[config.mk]
export PLATFORM = sky130hd
export DESIGN_NAME = fxalu_cell
export DESIGN_NICKNAME = d
export VERILOG_FILES = /design/src/sv/fxalu_pkg.sv /design/src/sv/fxalu_cell.sv
export SDC_FILE = /design/constraint.sdc
export NUM_CORES = 1
export LEC_CHECK = 0
export BUFFER_PORTS_ARGS = -buffer_cell sky130_fd_sc_hd__buf_2
export CAP_MARGIN = 20
export CORE_AREA = 2 2 147 149
export CTS_BUF_LIST = sky130_fd_sc_hd__clkbuf_2
export CTS_CLUSTER_DIAMETER = 200
export DETAILED_ROUTE_END_ITERATION = 16
export DIE_AREA = 0 0 149 151
export GPL_ROUTABILITY_DRIVEN = 0
export PLACE_DENSITY = 0.72
export SETUP_SLACK_MARGIN = 0.2
export SLEW_MARGIN = 5
export SYNTH_ARGS = -nofsm -noshare
export SYNTH_HDL_FRONTEND = slang
export SYNTH_SLANG_ARGS = --single-unit
[constraint.sdc]
create_clock -name i_clk -period 6.8 [get_ports i_clk]
set_input_delay 1.36 -clock i_clk [delete_from_list [all_inputs] [get_ports i_clk]]
set_output_delay 1.36 -clock i_clk [all_outputs]
set_load 0.01 [all_outputs]
[src/sv/fxalu_pkg.sv]
// ----------------------------------------------------------------------------
// fxalu_pkg
// Shared constants, opcodes and the pipeline word type for the Q24.8 ALU.
// ----------------------------------------------------------------------------
package fxalu_pkg;

    localparam int FRAC_BITS = 8;
    localparam int DW        = 32;
    localparam int NUM_W     = DW + FRAC_BITS;   // dividend magnitude width
    localparam int Q_W       = NUM_W + 1;        // quotient bits incl. half bit

    typedef enum logic [3:0] {
        OP_ADD  = 4'd0,
        OP_SUB  = 4'd1,
        OP_MUL  = 4'd2,
        OP_DIV  = 4'd3,
        OP_INC  = 4'd4,
        OP_DEC  = 4'd5,
        OP_MIN  = 4'd6,
        OP_MAX  = 4'd7,
        OP_CMP  = 4'd8,
        OP_FINT = 4'd9,
        OP_TINT = 4'd10
    } t_op;

    // word travelling down the divider chain
    typedef struct packed {
        logic               vld;
        logic [DW-1:0]      res;      // result for non-divide ops
        logic               ovf;
        logic               gt;
        logic               lt;
        logic               eq;
        logic               is_div;
        logic               dbz;
        logic               neg;
        logic [Q_W-1:0]     num;      // dividend bits, shifted out MSB first
        logic [DW-1:0]      den;      // |b|
        logic [DW:0]        rem;      // partial remainder
        logic [Q_W-1:0]     quo;
    } t_word;

endpackage

[src/sv/fxalu_cell.sv]
// ----------------------------------------------------------------------------
// fxalu_cell
// One restoring-division step: shifts in a dividend bit, subtracts the
// divisor when it fits, and hands the word to the next cell.
// ----------------------------------------------------------------------------
module fxalu_cell (
    input  logic              i_clk,
    input  logic              i_rst_n,
    input  logic              i_en,
    input  fxalu_pkg::t_word  i_word,
    output fxalu_pkg::t_word  o_word
);

    localparam int DW  = fxalu_pkg::DW;
    localparam int Q_W = fxalu_pkg::Q_W;

    fxalu_pkg::t_word n_word;
    fxalu_pkg::t_word r_word;
    logic [DW+1:0]    trial;
    logic [DW+1:0]    sh;

    always_comb begin
        n_word = i_word;
        sh     = {i_word.rem, i_word.num[Q_W-1]};
        trial  = sh - {2'b00, i_word.den};
        n_word.num = {i_word.num[Q_W-2:0], 1'b0};
        if (!trial[DW+1]) begin
            n_word.rem = trial[DW:0];
            n_word.quo = {i_word.quo[Q_W-2:0], 1'b1};
        end else begin
            n_word.rem = sh[DW:0];
            n_word.quo = {i_word.quo[Q_W-2:0], 1'b0};
        end
    end

    always_ff @(posedge i_clk) begin
        if (!i_rst_n) begin
            r_word.vld <= 1'b0;
        end else if (i_en) begin
            r_word <= n_word;
        end
    end

    assign o_word = r_word;

endmodule

After elaboration in Yosys (flattened, before gate mapping)
Index checks and enable logic that the tools add are counted.
{"block": "classes", "addsub": 1, "muxes": 1, "reduce_logical": 1}
{"op": "74-bit 2-to-1 mux", "n": 1}
{"op": "34-bit by 32-bit subtractor with 34-bit output", "n": 1}
{"op": "2-bit AND reduction", "n": 1}
{"block": "word_totals", "ff_bits": 186, "out_inout_bits": 187}

Logic depth before layout (Yosys ltp)
{"block": "logic_depth", "word_depth": 2, "depth_mapped": 13}

Worst setup path before layout
OpenSTA, ideal clock, no wires.
{"block": "synth_path", "path_type": "input to register", "startpoint": "input i_en", "endpoint": "register r_word, in the netlist o_word[0], enable pin", "setup_ns": 0.567, "arrival_time_ns": 5.563, "required_ns": 6.233, "slack_ns": 0.670, "stages": 1, "n_path_buf": 0, "cell_sequence": "and2_1"}
{"block": "synth_between", "elab_chain_len": 1}
{"element": "from (decl)", "line": "fxalu_cell.sv:9", "source": "input logic i_en,"}
{"element": "2-bit AND reduction (no line)"}
{"element": "to (signal assigned)", "line": "fxalu_cell.sv:40", "source": "r_word <= n_word;"}
{"element": "to (decl)", "line": "fxalu_cell.sv:18", "source": "fxalu_pkg::t_word r_word;"}
No other way between the ends.
A chain may end at the register's enable or synchronous reset.

==> flow_metrics.py <==
metrics = {
    "synthesis": {
        "synth_edf_count": 185,
        "synth.area.top_cells": "edfxtp_1 (71%), ha_1 (5.1%), mux2_1 (3.6%)",
        "ys_warn_count": 0,
        "yosysTopAreaCell": "edfxtp_1",
        "ys_seq_elements": 186,
        "synthCells": 501,
        "syn_area_per_cell_um2": 15.6,
        "synthDistinctLibCells": 57,
        "synth_top_area_share_pct": 71.2,
        "synth_common_cells": "edfxtp_1 (185), inv_1 (38), ha_1 (32), a21oi_1 (29), nand2_1 (27)",
        "synth_ff_type": "edfxtp_1",
        "yosysMostFrequentCell": "edfxtp_1",
        "ys_seq_area_share_pct": 71.5,
        "synth_nets": 724,
        "syn_area_mm2": 0.00780,
        "async_reset_ff_share_pct": 0,
    },
    "pwr": {
        "pwr-share-seq_pct": 57.0,
        "p_per_area_mw_per_mm2": 236,
        "share_comb_of_total_power_pct": 18.2,
        "p_sw_share_pct": 30.5,
        "switchingPower_uw": 739,
        "pwr-share-clk_pct": 24.7,
        "p_int_uw": 1690,
        "leakage_uw": 0.00442,
        "peakVddDrop_v": 0.000147,
    },
    "timing": {
        "fin_setup_tns_ns": 0,
        "period_share_pct": 55.6,
        "finalSetupViolCount": 0,
        "min_period_ns": 3.78,
        "rsz0062_at_grt": "no",
        "holdWs_ns": 0.580,
        "worst-slew-pin-transition_ns": 1.03,
        "fmax_mhz": 264,
        "skew_ns": 0,
        "drv_slew": 0,
        "slew_headroom_pct": 31.6,
        "hold_viol": 0,
    },
    "floorplan": {
        "row_count": 53,
        "dieHeight_um": 151,
        "ios": 377,
        "die_w_um": 149,
        "core_area_mm2": 0.0208,
        "start_util_pct": 37.5,
        "die-area_mm2": 0.0225,
    },
    "critical_path": {
        "rr_worst_depth": 2,
        "worstPathCellList": "buf_2 > inv_1 > ha_1 > nand3_2 > or2_1 > a31oi_4 > o21a_1 > o21ai_2 > a221o_1 > nor2_8 > mux2_1",
        "critPathMaxFanout": 35,
        "cp-end-kind": "flip-flop",
        "worst-path-stages": 11,
        "r2r-start": "o_word[186]$_SDFFE_PN0P_",
        "timing.rr.end": "o_word[186]$_SDFFE_PN0P_",
        "cp-startpoint": "i_word[82]",
        "r2r_slack_ns": 6.15,
        "crit_path_end": "o_word[64]$_DFFE_PP_",
        "cpPeakStageDelay_ns": 0.55,
        "cp.required_ns": 7.33,
        "path_class": "primary input to flip-flop",
        "crit_family": "compound AO/OA/AOI/OAI gates",
        "critPathLaunchType": "primary input",
        "cp.arrival_ns": 4.31,
        "slowest_stage": "nor2_8",
        "crit_buf_inv": 2,
    },
    "route": {
        "viasPerCell": 4.86,
        "post_drt_wl_per_cell_um": 19.7,
        "drc": 0,
        "routed_wl_um": 23200,
        "ant_nets": 0,
        "dr.pass1.iters": 4,
        "vias": 5744,
        "drtIter0Drc": 300,
    },
    "worst_hold_path": {
        "hp-class": "flip-flop to flip-flop",
        "whs_path_depth": 2,
    },
    "grt": {
        "use_met1_pct": 23.3,
        "grt.overflow.total": 0,
        "grt.busiest_layer": "met2",
        "grt_use_met2_pct": 33.0,
        "antenna_found_initial": 11,
        "grt_pass1_wl_um": 32200,
        "grt.met3_usage_pct": 7.08,
        "grt_usage_pct": 19.4,
        "grt_max_degree": 186,
        "grt_pass1_vias": 5443,
    },
    "cts": {
        "insertion_delay_ns": 0.77,
        "cts_setup_buffers": 0,
        "ctsHtreeMaxLevel": 4,
        "clock_sinks": 186,
        "cts_inserted_buffers": 17,
        "holdBufCountCts": 0,
        "cts_root_buf": "clkbuf_2",
        "clk_path_buf_depth": 2,
        "cts-resized-gates": 0,
        "cts_tree": "done",
        "clk_pin_slew_ns": 0.35,
    },
    "place": {
        "place.port_buffers": 374,
        "dp_hpwl_um": 18000,
    },
    "run_status": {
        "status": "complete, no violations",
    },
    "final_layout": {
        "drive_gt1_share_pct": 45.9,
        "final_nets": 1112,
        "largest_reg_flops": 186,
        "postLayoutCoreUtil_pct": 49.4,
        "syn2layout_area_growth_pct": 31.8,
    },
    "flow_run": {
        "cap_violations": 0,
    },
}
through the flow:
step	total power, uW	cell area, um^2	instances	setup slack (ns)
final	2430	10300	1181	3.02
after global routing	2540	10300	1178	2.93
after CTS	2460	10300	1177	3.05
after detailed placement	1850	9990	1145	2.16
after global placement	1840	9990	1145	2.19
after floorplan	1670	7800	501	0.670
worst min-delay path by stage:
stage | start | endpoint
after floorplan | o_word[186]$_SDFFE_PN0P_ | o_word[186]$_SDFFE_PN0P_
after global placement | o_word[186]$_SDFFE_PN0P_ | o_word[186]$_SDFFE_PN0P_
after detailed placement | o_word[186]$_SDFFE_PN0P_ | o_word[186]$_SDFFE_PN0P_
after CTS | o_word[186]$_SDFFE_PN0P_ | o_word[186]$_SDFFE_PN0P_
after global routing | i_word[154] | o_word[154]$_DFFE_PP_
final | o_word[186]$_SDFFE_PN0P_ | o_word[186]$_SDFFE_PN0P_
cells by family (layout without fill, tap and decap cells):
kind of cell | after synthesis | after routing | synth area share, %
buffers and inverters | 44 | 445 | 2.47
multiplexers | 28 | 28 | 3.99
XOR/XNOR | 25 | 25 | 2.81
AO/OA/AOI/OAI | 96 | 96 | 8.10
adder cells (fa/ha/maj) | 33 | 33 | 5.39
AND/OR/NAND/NOR | 88 | 88 | 5.73
other | 1 | 5 | 0.0481
flip-flops | 186 | 186 | 71.5
area by class of cell:
class | count | area, um^2
Antenna cell | 4 | 10.0
Clock buffer | 17 | 85.1
Clock inverter | 15 | 194
Fill cell | 1892 | 10500
Inverter | 38 | 143
Multi-Input combinational cell | 271 | 2040
Sequential cell | 186 | 5580
Tap cell | 275 | 344
Timing Repair Buffer | 375 | 1890
power by group through the flow:
stage	Sequential (uW)	Combinational, uW	Clock, uW
2_1_floorplan	1470	201	0
3_3_place_gp	1410	437	0
3_5_place_dp	1410	444	0
4_1_cts	1380	447	624
5_1_grt	1390	484	663
6_report	1380	442	600
cells in the final DEF, fill, tap and decap left out, types with 4 or more instances in the layout:
master	instances
nand4_1	4
a21oi_1	29
diode_2	4
nor2_1	18
xnor2_1	13
o21ai_0	21
nor3_1	8
a21o_1	7
inv_1	38
nor2b_1	6
o21a_1	5
nand2_1	27
a31oi_1	4
clkbuf_2	17
ha_1	32
clkinv_8	7
nand3_1	9
xor2_1	12
mux2_1	25
edfxtp_1	185
buf_2	374
metal layers:
layer | routed length (um) | up-vias | share of wire [%]
li1 | - | 2684 | -
met4 | 428 | 6 | 1.8
met3 | 1990 | 25 | 8.6
met2 | 11700 | 243 | 51
met1 | 9010 | 2786 | 39
met5 | 41 | - | 0.18
tightest hold or removal path, cell delays in order, from the launching register on:
cell     delay [ns]
dfxtp_1        0.41
mux2i_1        0.13
nor2b_1        0.06
(Power assumes the default switching activity.)
