<file path="src/sv/fxalu_pkg.sv">
// ----------------------------------------------------------------------------
// fxalu_pkg
// Shared constants, opcodes and the pipeline word type for the Q24.8 ALU.
// ----------------------------------------------------------------------------
package fxalu_pkg;

    localparam int FRAC_BITS = 8;
    localparam int DW        = 32;
    localparam int NUM_W     = DW + FRAC_BITS;   // dividend magnitude width
    localparam int Q_W       = NUM_W + 1;        // quotient bits incl. half bit

    typedef enum logic [3:0] {
        OP_ADD  = 4'd0,
        OP_SUB  = 4'd1,
        OP_MUL  = 4'd2,
        OP_DIV  = 4'd3,
        OP_INC  = 4'd4,
        OP_DEC  = 4'd5,
        OP_MIN  = 4'd6,
        OP_MAX  = 4'd7,
        OP_CMP  = 4'd8,
        OP_FINT = 4'd9,
        OP_TINT = 4'd10
    } t_op;

    // word travelling down the divider chain
    typedef struct packed {
        logic               vld;
        logic [DW-1:0]      res;      // result for non-divide ops
        logic               ovf;
        logic               gt;
        logic               lt;
        logic               eq;
        logic               is_div;
        logic               dbz;
        logic               neg;
        logic [Q_W-1:0]     num;      // dividend bits, shifted out MSB first
        logic [DW-1:0]      den;      // |b|
        logic [DW:0]        rem;      // partial remainder
        logic [Q_W-1:0]     quo;
    } t_word;

endpackage

</file>
<file path="src/sv/fxalu_front.sv">
// ----------------------------------------------------------------------------
// fxalu_front
// Decodes an operation, computes all non-divide results with saturation,
// and prepares the divide operands for the restoring divider chain.
// Two register stages: the multiply is registered before rounding.
// ----------------------------------------------------------------------------
module fxalu_front (
    input  logic                         i_clk,
    input  logic                         i_rst_n,
    input  logic                         i_en,
    input  logic                         i_vld,
    input  logic [3:0]                   i_opcode,
    input  logic signed [31:0]           i_a,
    input  logic signed [31:0]           i_b,
    output fxalu_pkg::t_word             o_word
);

    localparam int FB = fxalu_pkg::FRAC_BITS;

    // stage 1
    logic                 r_vld;
    logic [3:0]           r_op;
    logic signed [31:0]   r_a;
    logic signed [31:0]   r_b;
    logic signed [63:0]   r_prod;

    always_ff @(posedge i_clk) begin
        if (!i_rst_n) begin
            r_vld <= 1'b0;
        end else if (i_en) begin
            r_vld <= i_vld;
        end
    end

    always_ff @(posedge i_clk) begin
        if (i_en) begin
            r_op   <= i_opcode;
            r_a    <= i_a;
            r_b    <= i_b;
            r_prod <= i_a * i_b;
        end
    end

    // stage 2 logic
    logic signed [33:0] s_wide;
    logic [63:0]        p_mag;
    logic [63:0]        p_rnd;
    logic signed [65:0] m_wide;
    logic signed [65:0] f_wide;
    logic [31:0]        a_mag;
    logic [31:0]        b_mag;
    fxalu_pkg::t_word   n_word;
    fxalu_pkg::t_word   r_word;

    function automatic logic [32:0] sat(input logic signed [65:0] v);
        if (v > 66'sd2147483647)       sat = {1'b1, 32'h7fffffff};
        else if (v < -66'sd2147483648) sat = {1'b1, 32'h80000000};
        else                           sat = {1'b0, v[31:0]};
    endfunction

    always_comb begin
        logic [32:0] sr;
        n_word        = '0;
        n_word.vld    = r_vld;
        n_word.gt     = r_a > r_b;
        n_word.lt     = r_a < r_b;
        n_word.eq     = r_a == r_b;
        p_mag  = r_prod[63] ? 64'(-r_prod) : 64'(r_prod);
        p_rnd  = (p_mag + (64'd1 << (FB - 1))) >> FB;
        m_wide = r_prod[63] ? -$signed({2'b00, p_rnd}) : $signed({2'b00, p_rnd});
        f_wide = 66'(r_a) <<< FB;
        a_mag  = r_a[31] ? 32'(-r_a) : 32'(r_a);
        b_mag  = r_b[31] ? 32'(-r_b) : 32'(r_b);
        s_wide = '0;
        sr     = '0;
        case (r_op)
            fxalu_pkg::OP_ADD: begin
                s_wide = 34'(r_a) + 34'(r_b);
                sr = sat(66'(s_wide));
            end
            fxalu_pkg::OP_SUB: begin
                s_wide = 34'(r_a) - 34'(r_b);
                sr = sat(66'(s_wide));
            end
            fxalu_pkg::OP_INC: begin
                s_wide = 34'(r_a) + 34'sd1;
                sr = sat(66'(s_wide));
            end
            fxalu_pkg::OP_DEC: begin
                s_wide = 34'(r_a) - 34'sd1;
                sr = sat(66'(s_wide));
            end
            fxalu_pkg::OP_MUL:  sr = sat(m_wide);
            fxalu_pkg::OP_FINT: sr = sat(f_wide);
            fxalu_pkg::OP_MIN:  sr = {1'b0, (r_a >= r_b) ? r_b : r_a};
            fxalu_pkg::OP_MAX:  sr = {1'b0, (r_a >= r_b) ? r_a : r_b};
            fxalu_pkg::OP_CMP:  sr = {1'b0, r_a};
            fxalu_pkg::OP_TINT: sr = {1'b0, 32'(r_a >>> FB)};
            fxalu_pkg::OP_DIV: begin
                n_word.is_div = 1'b1;
                n_word.dbz    = (r_b == 0);
            end
            default: sr = '0;
        endcase
        n_word.ovf = sr[32];
        n_word.res = sr[31:0];
        n_word.neg = r_a[31] ^ r_b[31];
        // 2*|a|<<FB over |b|: one extra quotient bit gives the rounding half
        n_word.num = {a_mag, {FB{1'b0}}, 1'b0};
        n_word.den = b_mag;
        n_word.rem = '0;
        n_word.quo = '0;
    end

    always_ff @(posedge i_clk) begin
        if (!i_rst_n) begin
            r_word.vld <= 1'b0;
        end else if (i_en) begin
            r_word <= n_word;
        end
    end

    assign o_word = r_word;

endmodule

</file>
<file path="config.mk">
export PLATFORM = sky130hd
export DESIGN_NAME = fxalu_front
export DESIGN_NICKNAME = d
export VERILOG_FILES = /design/src/sv/fxalu_pkg.sv /design/src/sv/fxalu_front.sv
export SDC_FILE = /design/constraint.sdc
export NUM_CORES = 2
export LEC_CHECK = 0
export BUFFER_PORTS_ARGS = -buffer_cell sky130_fd_sc_hd__buf_2
export CAP_MARGIN = 10
export CORE_MARGIN = 1.5
export CORE_UTILIZATION = 50
export CTS_CLUSTER_DIAMETER = 60
export DETAILED_ROUTE_END_ITERATION = 8
export PLACE_DENSITY = 0.75
export SLEW_MARGIN = 20
export SYNTH_ARGS = -nofsm -noshare
export SYNTH_HDL_FRONTEND = slang
export SYNTH_SLANG_ARGS = --single-unit
</file>
<file path="constraint.sdc">
create_clock -name i_clk -period 21.8 [get_ports i_clk]
set_input_delay 4.36 -clock i_clk [delete_from_list [all_inputs] [get_ports i_clk]]
set_output_delay 4.36 -clock i_clk [all_outputs]
set_load 0.02 [all_outputs]
</file>
==> After elaboration in Yosys (flattened, before gate mapping) <==
Index checks and enable logic that the tools add are counted.
{ "classes": {"n_mux": 20, "eq_ne": 11, "n_reduce_logical": 3, "n_addsub": 9, "multipliers": 1, "n_lt_le_gt_ge": 15, "bitwise": 1} }
{ "op_table": {"columns": ["operator", "n"], "rows": [
  ["two-way mux 33 bit", 12],
  ["case mux 33 bit (10 select lines)", 1],
  ["greater-than comparator 33 x 32 -> 1 bit, second input constant", 4],
  ["< comparator 33 x 32 -> 1 bit, second input constant", 4],
  ["greater-than comparator 66 x 32 -> 1 bit, second input constant", 1],
  ["< comparator 66 x 32 -> 1 bit, second input constant", 1],
  ["two-way mux 66 bit", 1],
  ["negation 56 -> 66 bit", 1],
  ["adder 64 x 8 -> 64 bit, second input constant", 1],
  ["multiplier 32 x 32 -> 64 bit", 1],
  ["two-way mux 32 bit", 2],
  ["two-way mux 64 bit", 1],
  ["negation 32 bit", 2],
  ["negation 64 bit", 1],
  ["two-way mux 31 bit", 2],
  ["greater-than comparator 40 x 32 -> 1 bit, second input constant", 1],
  ["< comparator 40 x 32 -> 1 bit, second input constant", 1],
  ["adder 32 x 2 -> 33 bit, second input constant", 1],
  ["adder 32 x 32 -> 33 bit", 1],
  ["subtractor 32 x 2 -> 33 bit, second input constant", 1],
  ["subtractor 32 x 32 -> 33 bit", 1],
  ["equality test 32 bit", 1],
  [">= comparator 32 bit", 1],
  ["greater-than comparator 32 bit", 1],
  ["other kinds (10)", 16]
]} }
{ "word_totals": {"out_inout_bits": 187, "in_bits": 72, "elab_cells": 78, "register_bits": 237} }

==> Longest topological paths before layout <==
{ "logic_depth": {"word_depth": 9, "ltp_mapped": 36, "mapped_depth_nobuf": 34} }

==> Least setup slack after synthesis <==
OpenSTA, ideal clock, no wires.
{ "synth_path": {"path_type": "input -> register", "from": "in i_b[4]", "to": "reg r_prod[62], data pin", "path_slack_ns": 9.199, "required_time_ns": 21.542, "t_arrival_ns": 12.344, "cell_stages": 33, "path_buffers": 1, "setup_ns": 0.258, "cell_sequence": "clkbuf_1 nand2_1 fa_1 inv_1 fa_1 inv_1 fa_1 inv_1 fa_1 inv_1 fa_1 inv_1 fa_1 fa_1 fa_1 ha_1 a21o_1 a21o_1 a21oi_1 o22ai_1 nor2_1 a21boi_0 o221ai_1 a221oi_1 a21oi_1 a21oi_1 a211oi_1 or3_1 a31oi_1 o21a_1 o21ai_0 a21oi_1 xnor2_1"} }
{ "synth_via": {"elab_chain_cells": 1} }
{ "synth_lines": {"columns": ["element", "line_no", "text"], "rows": [
  ["start, declared", "fxalu_front.sv:14", "input logic signed [31:0] i_b,"],
  ["multiplier 32 x 32 -> 64 bit", "fxalu_front.sv:40", "r_prod <= i_a * i_b;"],
  ["end signal, assigned", "fxalu_front.sv:40", null],
  ["end, declared", "fxalu_front.sv:25", "logic signed [63:0] r_prod;"]
]} }
No other way between the ends.
A chain may end at the register's enable or synchronous reset.

==> Worst setup path in the final report <==
{ "layout_path": {"from": "in i_a[5]", "to": "reg r_prod[62], data pin"} }
{ "layout_via": {"elab_chain_cells": 1} }
{ "layout_lines": {"columns": ["element", "line_no", "text"], "rows": [
  ["start, declared", "fxalu_front.sv:13", "input logic signed [31:0] i_a,"],
  ["multiplier 32 x 32 -> 64 bit", "fxalu_front.sv:40", null]
]} }
No other way between the ends.

==> results.md <==
• **count of flip-flops with a built-in enable after synthesis** 235
• **fraction of the cycle the final worst path needs** 0.6511
• **hold buffers post-CTS** 0
• **Mean Syn Cell Area** 8.773 um^2
• **unrepaired setup endpoints after global routing** no
• **timing-limited maximum frequency** 70.45 MHz
• **type of the worst setup path** in -> reg
• **max-slew violations** 0
• **final critical-path required period** 14200 ps
• **post-CTS setup repair buffer count** 0
• **cell at the root of the clock tree** sky130_fd_sc_hd__clkbuf_16
• **GRT overflow** 0
• **outcome** completed
• **routed vias/inst** 5.892
• **largest area contributor in the netlist** sky130_fd_sc_hd__fa_1
• **cells taking the most area after synthesis** sky130_fd_sc_hd__fa_1 (38%), sky130_fd_sc_hd__edfxtp_1 (12%), sky130_fd_sc_hd__inv_1 (8.3%)
• **floorplan die area** 117100 um^2
• **number of buffers inserted during clock tree synthesis** 28
• **number of buffers on the longest clock path** 3
• **num rows** 124
• **layout filler cell count** 10494
• **routed wire length** 176800 um
• **vias in the first global route** 48517
• **number of setup violations in the final report** 0
• **slew of the pin with the lowest slew margin** 1167 ps
• **global placer's final weighted congestion** 1.033
• **Synth Register Bits** 237
• **total routing usage reported by global routing** 0.3063
• **Core ar.** 114200 um^2
• **Worst Setup Start Kind** input port
• **Clock Sinks** 237
• **most instantiated flip-flop cell in the synthesis netlist** sky130_fd_sc_hd__edfxtp_1
• **top-area cell type share of the netlist area** 0.3774
• **max-cap check violation count** 0
• **final layout net count** 7906
• **sum of net half-perimeters after detailed placement** 135000 um
• **Die W** 342.1 um
• **antenna violations before repair** 15
• **critical path endpoint category** flip-flop
• **wire per inst** 22.01 um
• **endpoints failing hold** 0
• **number of distinct library cell variants in the gate-level netlist after synthesis** 97
• **largest net degree at the start of global routing** 81
• **list of most frequent post-synthesis cells** sky130_fd_sc_hd__inv_1 (1275), sky130_fd_sc_hd__fa_1 (1084), sky130_fd_sc_hd__nand2_1 (970)
• **cell with the most instances after synthesis** sky130_fd_sc_hd__inv_1
• **count of buffers inserted at the top-level ports** 175
• **Warnings, synthesis** 0
• **layout cells sized above 1** 0.05862
• **clock slew at reported path FFs** 60 ps
• **sequential cell area fraction in the yosys report** 0.1234
• **post-route ant nets** 0
• **Async SR Flop Fraction** 0
• **wire length of the first global-routing pass** 277200 um
• **cell with the largest stage delay on the worst path** sky130_fd_sc_hd__buf_2
• **number of top-level design ports** 259
• **instance count of the mapped netlist** 6555
• **area added between synthesis and finish** 4.806%
• **DR vias** 47322
• **remaining design rule violation count** 0
• **final clock skew** 50.24 ps
• **die outline height** 342.1 um
• **data arrival time of the critical path** 14570 ps
• **Worst-Skew Late Latency** 620 ps
• **biggest cell delay along the critical path** 700 ps
• **largest fanout of any net on the critical path** 33
• **min-delay worst type** reg -> reg
• **initial core utilization** 0.5036
• **number of resized instances in the post-cts repair step** 0
• **TritonCTS clock tree** yes
• **Relative slew margins** 0.2218
• **starting DRC count in detailed routing** 4950
• **Initial DRT Pass Iterations** 9
• **Crit path top cell by count** sky130_fd_sc_hd__fa_1
• **total negative setup slack** 0 ps
• **# H-tree levels** 1
• **post-synthesis instance area** 57510 um^2
• **critical path required time** 22170 ps
[layout by cell type, fill, tap and decap left out, types with 17 or more instances in the layout]
| cell | n |
|---|---|
| sky130_fd_sc_hd__o21ai_0 | 178 |
| sky130_fd_sc_hd__buf_2 | 174 |
| sky130_fd_sc_hd__nor3_1 | 92 |
| sky130_fd_sc_hd__a31oi_1 | 28 |
| sky130_fd_sc_hd__o21a_1 | 20 |
| sky130_fd_sc_hd__a211oi_1 | 30 |
| sky130_fd_sc_hd__conb_1 | 83 |
| sky130_fd_sc_hd__nand2_1 | 970 |
| sky130_fd_sc_hd__a21o_1 | 45 |
| sky130_fd_sc_hd__o211ai_1 | 19 |
| sky130_fd_sc_hd__nor2_1 | 234 |
| sky130_fd_sc_hd__xnor2_1 | 251 |
| sky130_fd_sc_hd__o21bai_1 | 26 |
| sky130_fd_sc_hd__nand3_1 | 97 |
| sky130_fd_sc_hd__xor2_1 | 96 |
| sky130_fd_sc_hd__o22ai_1 | 17 |
| sky130_fd_sc_hd__inv_1 | 1275 |
| sky130_fd_sc_hd__ha_1 | 255 |
| sky130_fd_sc_hd__o41ai_1 | 22 |
| sky130_fd_sc_hd__or3_1 | 43 |
| sky130_fd_sc_hd__and2_1 | 256 |
| sky130_fd_sc_hd__fa_1 | 1084 |
| sky130_fd_sc_hd__a221oi_1 | 27 |
| sky130_fd_sc_hd__or2_2 | 25 |
| sky130_fd_sc_hd__a222oi_1 | 17 |
| sky130_fd_sc_hd__nor4_1 | 41 |
| sky130_fd_sc_hd__o31ai_1 | 43 |
| sky130_fd_sc_hd__nand4_1 | 69 |
| sky130_fd_sc_hd__nand2b_1 | 66 |
| sky130_fd_sc_hd__clkbuf_16 | 28 |
| sky130_fd_sc_hd__a21oi_1 | 201 |
| sky130_fd_sc_hd__and3_1 | 32 |
| sky130_fd_sc_hd__nor2b_1 | 32 |
| sky130_fd_sc_hd__buf_4 | 94 |
| sky130_fd_sc_hd__edfxtp_1 | 235 |
| sky130_fd_sc_hd__or4_1 | 24 |
[logic make-up after synthesis]
kind of cell | Yosys count | synth area share
adders and majority gates | 1339 | 0.4328
muxes | 16 | 0.002828
AOI/OAI and AO/OA | 839 | 0.09760
xor gates and xnor gates | 348 | 0.05326
buffers and inverters | 1716 | 0.1178
DFF | 237 | 0.1234
and+or+nand+nor | 2059 | 0.1721
other | 1 | 0.00006521
[worst max-delay path: cells and delay by family]
family	cells	cell delay [ps]
AO/OA/AOI/OAI	14	4450
adder cells (fa/ha/maj)	9	4110
buffers and inverters	6	960
AND/OR/NAND/NOR	2	600
XOR/XNOR	1	90
[routing by layer]
layer / vias to the layer above / share of wire / GRT usage
met4: 16 / 0.060 / 0.1538
met5: - / 0.00052 / 0
met3: 541 / 0.11 / 0.05948
met1: 23542 / 0.38 / 0.4051
met2: 2817 / 0.44 / 0.4816
li1: 20406 / - / -
[layout make-up]
cell class	instances	area [um^2]	share of cell area
inverters	1275	4786	0.07941
clock buffers	33	739.5	0.01227
well taps	1512	1892	0.03139
multi-input cells	4684	43980	0.7296
clock inverters	18	182.7	0.003031
diodes	4	10.01	0.0001661
flip-flops and latches	237	7097	0.1177
repair buffers	269	1588	0.02634
[state kept, by name (all words and copies together), names as in the netlist]
name and cells:
r_vld 1, r_op 4, r_prod 64, r_a 32, o_word 104, r_b 32
[worst paths after layout]
path	to	startpoint	depth (start not counted)	slack, ps
worst min-delay path	r_vld	r_vld	2	520
worst max register to register	o_word[160]	r_prod[4]	23	12660
worst min register to register	r_vld	r_vld	2	520
worst max-delay path	r_prod[62]	i_a[5]	32	7610
[per-stage QoR]
stage / instances / setup slack, ps / utilization / hold slack [ps] / cell area [um^2]
2_1_floorplan: 6637 / 9199 / - / 482.2 / 57810
3_3_place_gp: 7977 / 7382 / 0.5196 / 495.8 / 59340
3_5_place_dp: 7977 / 7221 / 0.5196 / 512.9 / 59340
4_1_cts: 8028 / 7827 / 0.5277 / 527.7 / 60260
5_1_grt: 8028 / 7195 / 0.5277 / 603.2 / 60260
6_report: 8032 / 7605 / 0.5278 / 519.1 / 60270
Power is left out: the tool's default activity adds up to more than one toggle a clock period on the data nets, which glitch-free logic cannot reach.
